--- config.mk ---
export PLATFORM = sky130hd
export DESIGN_NAME = square_test_tone_generator_unit
export DESIGN_NICKNAME = d
export VERILOG_FILES = /design/src/rtl/sttg_pkg.sv /design/src/rtl/square_test_tone_generator_unit.sv /design/src/rtl/sttg_div.sv /design/src/rtl/sttg_front.sv /design/src/rtl/sttg_back.sv
export SDC_FILE = /design/constraint.sdc
export NUM_CORES = 1
export LEC_CHECK = 0
export BUFFER_PORTS_ARGS = -buffer_cell sky130_fd_sc_hd__buf_2
export CAP_MARGIN = 25
export CORE_ASPECT_RATIO = 1.4
export CORE_MARGIN = 2
export CORE_UTILIZATION = 45
export CTS_CLUSTER_DIAMETER = 120
export DETAILED_ROUTE_END_ITERATION = 6
export GPL_TIMING_DRIVEN = 0
export MAX_ROUTING_LAYER = met4
export PLACE_DENSITY = 0.67
export SETUP_SLACK_MARGIN = 0.1
export SLEW_MARGIN = 10
export SYNTH_ARGS = -nofsm -noshare
export SYNTH_HDL_FRONTEND = slang
export SYNTH_HIERARCHICAL = 1
export SYNTH_SLANG_ARGS = --single-unit
--- constraint.sdc ---
create_clock -name clk_i -period 10 [get_ports clk_i]
set_input_delay 1.5 -clock clk_i [delete_from_list [all_inputs] [get_ports clk_i]]
set_output_delay 1.5 -clock clk_i [all_outputs]
set_load 0.02 [all_outputs]
--- src/rtl/sttg_pkg.sv ---
package sttg_pkg;

  localparam int unsigned DIV_W       = 32;
  localparam int unsigned HP_W        = 19;
  localparam int unsigned QUEUE_DEPTH = 2;

  localparam logic [7:0]       IDLE_CODE       = 8'd128;
  localparam logic [DIV_W-1:0] HALF_PERIOD_NUM = 32'd500000;

  typedef enum logic [1:0] {
    CMD_TICK  = 2'd0,
    CMD_START = 2'd1,
    CMD_STOP  = 2'd2
  } cmd_e;

  typedef enum logic [1:0] {
    REG_VOLUME    = 2'd0,
    REG_FREQUENCY = 2'd1,
    REG_DURATION  = 2'd2
  } reg_idx_e;

  typedef enum logic [1:0] {
    CLS_TICK  = 2'd0,
    CLS_START = 2'd1,
    CLS_STOP  = 2'd2,
    CLS_NONE  = 2'd3
  } cls_e;

  typedef struct packed {
    cls_e        cls;
    logic [31:0] now_ms;
    logic [31:0] now_us;
  } item_t;

  typedef struct packed {
    logic [7:0]  volume;
    logic [15:0] frequency;
    logic [31:0] duration;
  } cfg_t;

  typedef struct packed {
    logic             start;
    logic [DIV_W-1:0] dividend;
    logic [HP_W-1:0]  divisor;
  } div_req_t;

  typedef struct packed {
    logic             busy;
    logic             done;
    logic [DIV_W-1:0] quotient;
    logic [HP_W-1:0]  remainder;
  } div_rsp_t;

  // floor(64 * vol / 255)
  function automatic logic [7:0] level_mag(logic [7:0] vol);
    logic [7:0] mag;
    mag = {2'b00, vol[7:2]} + {7'b0, (vol == 8'hFF)};
    return mag;
  endfunction

endpackage

--- src/rtl/square_test_tone_generator_unit.sv ---
// Path: start and catch-up ticks pass from acceptance through the 32-step radix-2 divider
// before the result word is offered; stop, refused start and plain ticks bypass the divider.
// Flow: one word at a time through the back end, which takes no new word until the last is sent;
// a two-word queue lets the input side keep accepting while the back end works.
// Reset: asynchronous, active low; tone idle, volume 255, frequency and duration 0.
module square_test_tone_generator_unit #(
  parameter int unsigned QueueDepth = sttg_pkg::QUEUE_DEPTH
) (
  input  logic        clk_i,
  input  logic        rst_ni,
  input  logic        cfg_we_i,
  input  logic [1:0]  cfg_index_i,
  input  logic [31:0] cfg_wdata_i,
  input  logic        in_valid_i,
  output logic        in_stall_o,
  input  logic [1:0]  command_i,
  input  logic [31:0] now_ms_i,
  input  logic [31:0] now_us_i,
  output logic        out_valid_o,
  input  logic        out_stall_i,
  output logic        dac_write_o,
  output logic [7:0]  dac_value_o,
  output logic        start_accepted_o,
  output logic        playing_o,
  output logic [31:0] elapsed_ms_o
);
  import sttg_pkg::*;

  cfg_t  cfg_q, cfg_d;
  logic  q_valid;
  item_t q_item;
  logic  q_pop;

  always_comb begin
    cfg_d = cfg_q;
    if (cfg_we_i) begin
      case (cfg_index_i)
        REG_VOLUME:    cfg_d.volume    = cfg_wdata_i[7:0];
        REG_FREQUENCY: cfg_d.frequency = cfg_wdata_i[15:0];
        REG_DURATION:  cfg_d.duration  = cfg_wdata_i;
        default: begin
        end
      endcase
    end
  end

  always_ff @(posedge clk_i or negedge rst_ni) begin
    if (!rst_ni) begin
      cfg_q.volume    <= 8'hFF;
      cfg_q.frequency <= '0;
      cfg_q.duration  <= '0;
    end else begin
      cfg_q <= cfg_d;
    end
  end

  sttg_front #(
    .QueueDepth (QueueDepth)
  ) u_front (
    .clk_i      (clk_i),
    .rst_ni     (rst_ni),
    .in_valid_i (in_valid_i),
    .in_stall_o (in_stall_o),
    .command_i  (command_i),
    .now_ms_i   (now_ms_i),
    .now_us_i   (now_us_i),
    .q_valid_o  (q_valid),
    .q_item_o   (q_item),
    .q_pop_i    (q_pop)
  );

  sttg_back u_back (
    .clk_i            (clk_i),
    .rst_ni           (rst_ni),
    .cfg_i            (cfg_q),
    .q_valid_i        (q_valid),
    .q_item_i         (q_item),
    .q_pop_o          (q_pop),
    .out_valid_o      (out_valid_o),
    .out_stall_i      (out_stall_i),
    .dac_write_o      (dac_write_o),
    .dac_value_o      (dac_value_o),
    .start_accepted_o (start_accepted_o),
    .playing_o        (playing_o),
    .elapsed_ms_o     (elapsed_ms_o)
  );

endmodule

--- src/rtl/sttg_div.sv ---
module sttg_div (
  input  logic               clk_i,
  input  logic               rst_ni,
  input  sttg_pkg::div_req_t req_i,
  output sttg_pkg::div_rsp_t rsp_o
);
  import sttg_pkg::*;

  localparam int unsigned CntW = $clog2(DIV_W);

  logic             busy_q, busy_d;
  logic             done_q, done_d;
  logic [CntW-1:0]  cnt_q, cnt_d;
  logic [DIV_W-1:0] quo_q, quo_d;
  logic [HP_W-1:0]  rem_q, rem_d;
  logic [HP_W-1:0]  dvs_q, dvs_d;
  logic [HP_W:0]    trial;
  logic [HP_W:0]    diff;

  always_comb begin
    busy_d = busy_q;
    done_d = 1'b0;
    cnt_d  = cnt_q;
    quo_d  = quo_q;
    rem_d  = rem_q;
    dvs_d  = dvs_q;
    trial  = {rem_q, quo_q[DIV_W-1]};
    diff   = trial - {1'b0, dvs_q};
    if (req_i.start) begin
      busy_d = 1'b1;
      cnt_d  = CntW'(DIV_W - 1);
      quo_d  = req_i.dividend;
      rem_d  = '0;
      dvs_d  = req_i.divisor;
    end else if (busy_q) begin
      if (trial >= {1'b0, dvs_q}) begin
        rem_d = diff[HP_W-1:0];
        quo_d = {quo_q[DIV_W-2:0], 1'b1};
      end else begin
        rem_d = trial[HP_W-1:0];
        quo_d = {quo_q[DIV_W-2:0], 1'b0};
      end
      cnt_d = cnt_q - 1'b1;
      if (cnt_q == '0) begin
        busy_d = 1'b0;
        done_d = 1'b1;
      end
    end
  end

  always_ff @(posedge clk_i or negedge rst_ni) begin
    if (!rst_ni) begin
      busy_q <= 1'b0;
      done_q <= 1'b0;
      cnt_q  <= '0;
    end else begin
      busy_q <= busy_d;
      done_q <= done_d;
      cnt_q  <= cnt_d;
    end
  end

  always_ff @(posedge clk_i) begin
    quo_q <= quo_d;
    rem_q <= rem_d;
    dvs_q <= dvs_d;
  end

  assign rsp_o.busy      = busy_q;
  assign rsp_o.done      = done_q;
  assign rsp_o.quotient  = quo_q;
  assign rsp_o.remainder = rem_q;

endmodule

--- src/rtl/sttg_front.sv ---
module sttg_front #(
  parameter int unsigned QueueDepth = sttg_pkg::QUEUE_DEPTH
) (
  input  logic            clk_i,
  input  logic            rst_ni,
  input  logic            in_valid_i,
  output logic            in_stall_o,
  input  logic [1:0]      command_i,
  input  logic [31:0]     now_ms_i,
  input  logic [31:0]     now_us_i,
  output logic            q_valid_o,
  output sttg_pkg::item_t q_item_o,
  input  logic            q_pop_i
);
  import sttg_pkg::*;

  localparam int unsigned PtrW = (QueueDepth > 1) ? $clog2(QueueDepth) : 1;
  localparam int unsigned CntW = $clog2(QueueDepth + 1);

  item_t           fifo_q [QueueDepth];
  logic [PtrW-1:0] wr_ptr_q, wr_ptr_d;
  logic [PtrW-1:0] rd_ptr_q, rd_ptr_d;
  logic [CntW-1:0] cnt_q, cnt_d;
  logic            full;
  logic            push;
  item_t           item;

  always_comb begin
    item.now_ms = now_ms_i;
    item.now_us = now_us_i;
    case (command_i)
      CMD_TICK:  item.cls = CLS_TICK;
      CMD_START: item.cls = CLS_START;
      CMD_STOP:  item.cls = CLS_STOP;
      default:   item.cls = CLS_NONE;
    endcase
  end

  assign full       = (cnt_q == CntW'(QueueDepth));
  assign push       = in_valid_i && !full;
  assign in_stall_o = full;
  assign q_valid_o  = (cnt_q != '0);
  assign q_item_o   = fifo_q[rd_ptr_q];

  always_comb begin
    wr_ptr_d = wr_ptr_q;
    rd_ptr_d = rd_ptr_q;
    cnt_d    = cnt_q;
    if (push) begin
      wr_ptr_d = (wr_ptr_q == PtrW'(QueueDepth - 1)) ? '0 : wr_ptr_q + 1'b1;
    end
    if (q_pop_i) begin
      rd_ptr_d = (rd_ptr_q == PtrW'(QueueDepth - 1)) ? '0 : rd_ptr_q + 1'b1;
    end
    if (push && !q_pop_i) begin
      cnt_d = cnt_q + 1'b1;
    end else if (!push && q_pop_i) begin
      cnt_d = cnt_q - 1'b1;
    end
  end

  always_ff @(posedge clk_i or negedge rst_ni) begin
    if (!rst_ni) begin
      wr_ptr_q <= '0;
      rd_ptr_q <= '0;
      cnt_q    <= '0;
    end else begin
      wr_ptr_q <= wr_ptr_d;
      rd_ptr_q <= rd_ptr_d;
      cnt_q    <= cnt_d;
    end
  end

  always_ff @(posedge clk_i) begin
    if (push) begin
      fifo_q[wr_ptr_q] <= item;
    end
  end

endmodule

--- src/rtl/sttg_back.sv ---
module sttg_back (
  input  logic            clk_i,
  input  logic            rst_ni,
  input  sttg_pkg::cfg_t  cfg_i,
  input  logic            q_valid_i,
  input  sttg_pkg::item_t q_item_i,
  output logic            q_pop_o,
  output logic            out_valid_o,
  input  logic            out_stall_i,
  output logic            dac_write_o,
  output logic [7:0]      dac_value_o,
  output logic            start_accepted_o,
  output logic            playing_o,
  output logic [31:0]     elapsed_ms_o
);
  import sttg_pkg::*;

  typedef enum logic [3:0] {
    S_IDLE   = 4'b0001,
    S_EXEC   = 4'b0010,
    S_DIV    = 4'b0100,
    S_RESULT = 4'b1000
  } state_e;

  state_e      state_q, state_d;
  item_t       work_q, work_d;
  logic        active_q, active_d;
  logic        level_q, level_d;
  logic [HP_W-1:0] hp_q, hp_d;
  logic [31:0] started_q, started_d;
  logic [31:0] edge_q, edge_d;
  logic [31:0] latched_q, latched_d;
  logic        wr_q, wr_d;
  logic [7:0]  val_q, val_d;
  logic        acc_q, acc_d;

  logic        out_valid_q, out_valid_d;
  logic        out_wr_q, out_wr_d;
  logic [7:0]  out_val_q, out_val_d;
  logic        out_acc_q, out_acc_d;
  logic        out_play_q, out_play_d;
  logic [31:0] out_elapsed_q, out_elapsed_d;

  div_req_t    div_req;
  div_rsp_t    div_rsp;

  logic [HP_W-1:0] hp_eff;
  logic [31:0] late;
  logic [31:0] run_ms;
  logic [7:0]  mag;
  logic        out_free;

  sttg_div u_div (
    .clk_i  (clk_i),
    .rst_ni (rst_ni),
    .req_i  (div_req),
    .rsp_o  (div_rsp)
  );

  assign hp_eff   = (hp_q == '0) ? HP_W'(1) : hp_q;
  assign late     = work_q.now_us - edge_q;
  assign run_ms   = work_q.now_ms - started_q;
  assign mag      = level_mag(cfg_i.volume);
  assign out_free = !out_valid_q || !out_stall_i;

  always_comb begin
    state_d       = state_q;
    work_d        = work_q;
    active_d      = active_q;
    level_d       = level_q;
    hp_d          = hp_q;
    started_d     = started_q;
    edge_d        = edge_q;
    latched_d     = latched_q;
    wr_d          = wr_q;
    val_d         = val_q;
    acc_d         = acc_q;
    q_pop_o       = 1'b0;
    div_req.start    = 1'b0;
    div_req.dividend = late;
    div_req.divisor  = hp_eff;
    out_valid_d   = out_valid_q && out_stall_i;
    out_wr_d      = out_wr_q;
    out_val_d     = out_val_q;
    out_acc_d     = out_acc_q;
    out_play_d    = out_play_q;
    out_elapsed_d = out_elapsed_q;

    case (state_q)
      S_IDLE: begin
        if (q_valid_i) begin
          q_pop_o = 1'b1;
          work_d  = q_item_i;
          wr_d    = 1'b0;
          val_d   = '0;
          acc_d   = 1'b0;
          state_d = S_EXEC;
        end
      end
      S_EXEC: begin
        state_d = S_RESULT;
        case (work_q.cls)
          CLS_START: begin
            if (cfg_i.frequency != '0 && cfg_i.duration != '0) begin
              active_d  = 1'b1;
              level_d   = 1'b0;
              latched_d = cfg_i.duration;
              started_d = work_q.now_ms;
              edge_d    = work_q.now_us;
              wr_d      = 1'b1;
              val_d     = IDLE_CODE;
              acc_d     = 1'b1;
              div_req.start    = 1'b1;
              div_req.dividend = HALF_PERIOD_NUM;
              div_req.divisor  = HP_W'(cfg_i.frequency);
              state_d   = S_DIV;
            end
          end
          CLS_STOP: begin
            active_d = 1'b0;
            level_d  = 1'b0;
            wr_d     = 1'b1;
            val_d    = IDLE_CODE;
          end
          CLS_TICK: begin
            if (active_q) begin
              if (run_ms >= latched_q) begin
                active_d = 1'b0;
                level_d  = 1'b0;
                wr_d     = 1'b1;
                val_d    = IDLE_CODE;
              end else if (!late[31]) begin
                div_req.start = 1'b1;
                state_d       = S_DIV;
              end
            end
          end
          default: begin
          end
        endcase
      end
      S_DIV: begin
        if (div_rsp.done) begin
          if (work_q.cls == CLS_START) begin
            hp_d = div_rsp.quotient[HP_W-1:0];
          end else begin
            if (!div_rsp.quotient[0]) begin
              level_d = !level_q;
              wr_d    = 1'b1;
              val_d   = level_q ? (IDLE_CODE - mag) : (IDLE_CODE + mag);
            end
            edge_d = work_q.now_us - 32'(div_rsp.remainder) + 32'(hp_eff);
          end
          state_d = S_RESULT;
        end
      end
      S_RESULT: begin
        if (out_free) begin
          out_valid_d   = 1'b1;
          out_wr_d      = wr_q;
          out_val_d     = val_q;
          out_acc_d     = acc_q;
          out_play_d    = active_q;
          out_elapsed_d = !active_q ? '0 : ((run_ms > latched_q) ? latched_q : run_ms);
          state_d       = S_IDLE;
        end
      end
      default: begin
        state_d = S_IDLE;
      end
    endcase
  end

  always_ff @(posedge clk_i or negedge rst_ni) begin
    if (!rst_ni) begin
      state_q     <= S_IDLE;
      active_q    <= 1'b0;
      level_q     <= 1'b0;
      hp_q        <= '0;
      started_q   <= '0;
      edge_q      <= '0;
      latched_q   <= '0;
      out_valid_q <= 1'b0;
    end else begin
      state_q     <= state_d;
      active_q    <= active_d;
      level_q     <= level_d;
      hp_q        <= hp_d;
      started_q   <= started_d;
      edge_q      <= edge_d;
      latched_q   <= latched_d;
      out_valid_q <= out_valid_d;
    end
  end

  always_ff @(posedge clk_i) begin
    work_q        <= work_d;
    wr_q          <= wr_d;
    val_q         <= val_d;
    acc_q         <= acc_d;
    out_wr_q      <= out_wr_d;
    out_val_q     <= out_val_d;
    out_acc_q     <= out_acc_d;
    out_play_q    <= out_play_d;
    out_elapsed_q <= out_elapsed_d;
  end

  assign out_valid_o      = out_valid_q;
  assign dac_write_o      = out_wr_q;
  assign dac_value_o      = out_val_q;
  assign start_accepted_o = out_acc_q;
  assign playing_o        = out_play_q;
  assign elapsed_ms_o     = out_elapsed_q;

  a_div_only_in_div: assert property (@(posedge clk_i) disable iff (!rst_ni)
    div_rsp.busy |-> state_q == S_DIV)
    else $error("divider busy outside division state");

  a_pop_only_idle: assert property (@(posedge clk_i) disable iff (!rst_ni)
    q_pop_o |-> (state_q == S_IDLE && q_valid_i))
    else $error("queue popped while back end busy");

  a_accept_plays: assert property (@(posedge clk_i) disable iff (!rst_ni)
    (out_valid_o && start_accepted_o) |-> (playing_o && dac_write_o))
    else $error("accepted start without tone");

  a_idle_elapsed: assert property (@(posedge clk_i) disable iff (!rst_ni)
    (out_valid_o && !playing_o) |-> elapsed_ms_o == '0)
    else $error("elapsed time reported while idle");

  a_no_write_zero: assert property (@(posedge clk_i) disable iff (!rst_ni)
    (out_valid_o && !dac_write_o) |-> dac_value_o == '0)
    else $error("DAC value without write");

endmodule

==> impl_metrics.json <==
{
  "gr_util_all_layers_pct": 23.5,
  "clock_tree.buffer_depth": 3,
  "gp_routability_congestion": 0.940,
  "post_cts.resized_instances": 0,
  "drive_gt1_share_pct": 18.2,
  "cts-htree-levels": 2,
  "clkLatencyLatePin_ns": 0.58,
  "dr.pass1.iters": 7,
  "die_h_um": 296,
  "data_arrival_time_at_the_worst_slack_endpoint_ns": 8.28,
  "initial_cell_density_of_the_core_pct": 45.3,
  "clock_skew_ns": 0.0223,
  "die_area_um2": 62900,
  "pre_cts_ws_ns": 1.92,
  "floorplan.die.width_um": 212,
  "worst_r2r_endpoint": "u_back/u_div/quo_q[10]$_DFFE_PP_",
  "placementRows": 107,
  "status": "finished, violations left",
  "drv_slew": 0,
  "setup.worst_path.end_class": "flop",
  "hold_path.class": "reg -> reg",
  "drt_iter0_markers": 1139,
  "number_of_global_route_vias_before_repair": 19800,
  "worstHoldStart": "u_back/val_q[3]$_DFFE_PP_",
  "fmax_ghz": 0.124,
  "cts_hold_repair.buffers": 0,
  "cts-root-buf": "sky130_fd_sc_hd__clkbuf_16",
  "via_count": 19300,
  "drt_wl_total_um": 71500,
  "whs_path_depth": 0,
  "port_buffers": 147,
  "critical_path_class": "reg -> reg",
  "maxCapViolCount": 0,
  "layout.cell_area.non_filler_um2": 31100,
  "worst-slew-pin-transition_ns": 1.10,
  "cts.clk_slew.worst_paths_ns": 0.07,
  "nFillCells": 5475,
  "avgViaCountPerCell": 5.47,
  "io_pins": 150,
  "synth_warnings": 6,
  "grt_setup_unrepaired": "false",
  "number_of_buffers_created_by_cts": 49,
  "total_grt_overflow": 0,
  "grt_start_max_net_pins": 84,
  "regToRegStartpoint": "u_back/work_q[33]$_DFFE_PP_",
  "area_growth_pct": 13.5,
  "grt_pass1_wl_um": 111000,
  "synthesis.area_per_instance_um2": 11.2,
  "core_region_um2": 60500,
  "path_max_fanout": 32,
  "setup_violations": 0,
  "worst_ep_required_time_ns": 10.19,
  "finalWorstSetupSlack_ns": 1.91,
  "antenna_violating_nets_post_route": 0,
  "timing.max_slew.rel_slack_pct": 26.8,
  "reg2reg_setup_slack_ns": 1.91,
  "postCtsSetupRepairBufs": 0,
  "post_dp_cell_area_um2": 29400,
  "startpoint_type": "flop",
  "detail_route.wl_per_cell_um": 20.3,
  "dp_hpwl_um": 55600,
  "hold_violations": 0,
  "clock_tree_from_tritoncts": "yes",
  "fin_crit_sh_pct": 80.9,
  "post-route-drc-count": 3,
  "holdPathEnd": "u_back/dac_value_o[3]$_DFFE_PP_",
  "clock-sinks": 510,
  "reg2regPathDepth": 24,
  "antenna_found_initial": 4,
  "finish.net_count": 2948,
  "synth_fp_nets": 2732,
  "failing_checks": "design-rule violations",
  "netlist_area_before_placement_um2": 27400,
  "synth_cells": 2454,
  "shortest_period_the_worst_path_allows_ns": 8.09
}
[registers in the layout, summed over array words and instances, names as in the netlist, 32 cells and up]
| register | cells |
|---|---|
| u_back/work_q | 66 |
| u_front/fifo_q | 132 |
| u_back/latched_q | 32 |
| u_back/edge_q | 32 |
| u_back/u_div/quo_q | 32 |
| u_back/started_q | 32 |
| cfg_q | 56 |
| u_back/elapsed_ms_o | 32 |
[worst max-delay path, cell delays in order (launching register included)]
cell and delay [ns]:
sky130_fd_sc_hd__edfxtp_1 0.45, sky130_fd_sc_hd__ha_1 0.32, sky130_fd_sc_hd__nor2b_1 0.14, sky130_fd_sc_hd__o31a_1 0.26, sky130_fd_sc_hd__o21ai_1 0.18, sky130_fd_sc_hd__a21oi_1 0.13
sky130_fd_sc_hd__a21oi_2 0.37, sky130_fd_sc_hd__a211oi_4 0.14, sky130_fd_sc_hd__or3_1 0.41, sky130_fd_sc_hd__a21o_1 0.19, sky130_fd_sc_hd__and2_1 0.16, sky130_fd_sc_hd__ha_1 0.29
sky130_fd_sc_hd__a21o_1 0.16, sky130_fd_sc_hd__a21o_1 0.17, sky130_fd_sc_hd__a21oi_1 0.16, sky130_fd_sc_hd__o21ai_1 0.09, sky130_fd_sc_hd__a2111oi_0 0.43, sky130_fd_sc_hd__nor2_1 0.17
sky130_fd_sc_hd__nor4_1 0.46, sky130_fd_sc_hd__and4_1 0.31, sky130_fd_sc_hd__a21o_1 0.73, sky130_fd_sc_hd__clkbuf_1 0.63, sky130_fd_sc_hd__nor2_1 0.31, sky130_fd_sc_hd__clkbuf_1 0.35
sky130_fd_sc_hd__inv_2 0.64
[worst max-delay path by stage]
stage,startpoint,endpoint,depth (start not counted)
6_report,u_back/work_q[33]$_DFFE_PP_,u_back/u_div/quo_q[10]$_DFFE_PP_,24
2_1_floorplan,u_back/state_q[3]$_DFFE_PN0P_,u_front/cnt_q[1]$_DFFE_PN0P_,7
3_5_place_dp,u_back/work_q[33]$_DFFE_PP_,u_back/u_div/quo_q[24]$_DFFE_PP_,24
5_1_grt,u_back/work_q[33]$_DFFE_PP_,u_back/u_div/quo_q[10]$_DFFE_PP_,24
4_1_cts,u_back/work_q[33]$_DFFE_PP_,u_back/u_div/quo_q[10]$_DFFE_PP_,24
3_3_place_gp,u_front/cnt_q[0]$_DFFE_PN0P_,u_front/cnt_q[1]$_DFFE_PN0P_,8
[per-stage QoR]
step | hold slack, ns | setup TNS (ns) | std cells | util, %
finish | 0.420 | 0 | 3530 | 51.4
global route | 0.428 | 0 | 3530 | 51.4
CTS | 0.420 | 0 | 3525 | 51.3
detailed placement | 0.405 | 0 | 3435 | 48.6
global placement | 0.406 | -83.60 | 3418 | 48.2
floorplan | 0.400 | 0 | 2454 | -
[final cells by class]
class | instances | area, µm² | share of cell area [%]
sequential | 510 | 14200 | 45.6
multi-input combinational | 1618 | 11900 | 38.3
clock buffer | 59 | 1310 | 4.20
tap | 817 | 1020 | 3.29
timing repair buffer | 165 | 966 | 3.11
inverter | 235 | 882 | 2.84
buffer | 91 | 444 | 1.43
clock inverter | 31 | 362 | 1.16
antenna | 4 | 10.0 | 0.0322
[per-layer routing]
metal	wire (µm)	GRT usage [%]	vias up
li1	-	-	9203
met1	28900	27.2	9517
met2	36900	41.5	466
met3	2540	2.36	139
met4	3220	10.1	0
met5	0	-	-
[cells in the final DEF (no fill, tap or decap), types with 13 or more instances in the layout]
| master | instances |
|---|---|
| sky130_fd_sc_hd__dfrtp_1 | 180 |
| sky130_fd_sc_hd__nand2_1 | 186 |
| sky130_fd_sc_hd__o21bai_1 | 16 |
| sky130_fd_sc_hd__nor2b_1 | 19 |
| sky130_fd_sc_hd__nand4_1 | 20 |
| sky130_fd_sc_hd__ha_1 | 151 |
| sky130_fd_sc_hd__a21o_1 | 74 |
| sky130_fd_sc_hd__inv_1 | 232 |
| sky130_fd_sc_hd__nand2b_1 | 22 |
| sky130_fd_sc_hd__o21a_1 | 20 |
| sky130_fd_sc_hd__and3_1 | 22 |
| sky130_fd_sc_hd__clkbuf_1 | 66 |
| sky130_fd_sc_hd__o21ai_0 | 134 |
| sky130_fd_sc_hd__o21ai_1 | 13 |
| sky130_fd_sc_hd__nor3_1 | 22 |
| sky130_fd_sc_hd__dfxtp_1 | 19 |
| sky130_fd_sc_hd__fa_1 | 22 |
| sky130_fd_sc_hd__buf_4 | 17 |
| sky130_fd_sc_hd__a31oi_1 | 19 |
| sky130_fd_sc_hd__clkbuf_16 | 50 |
| sky130_fd_sc_hd__mux2_2 | 142 |
| sky130_fd_sc_hd__buf_2 | 161 |
| sky130_fd_sc_hd__xnor2_1 | 63 |
| sky130_fd_sc_hd__nand3_1 | 42 |
| sky130_fd_sc_hd__a21oi_1 | 147 |
| sky130_fd_sc_hd__xor2_1 | 48 |
| sky130_fd_sc_hd__mux2_4 | 30 |
| sky130_fd_sc_hd__edfxtp_1 | 302 |
| sky130_fd_sc_hd__nor2_1 | 183 |
| sky130_fd_sc_hd__a211oi_1 | 33 |
| sky130_fd_sc_hd__o31ai_1 | 15 |
| sky130_fd_sc_hd__nor4_1 | 19 |
Power is left out: the tool's default activity adds up to more than one toggle a clock period on the data nets, which glitch-free logic cannot reach.
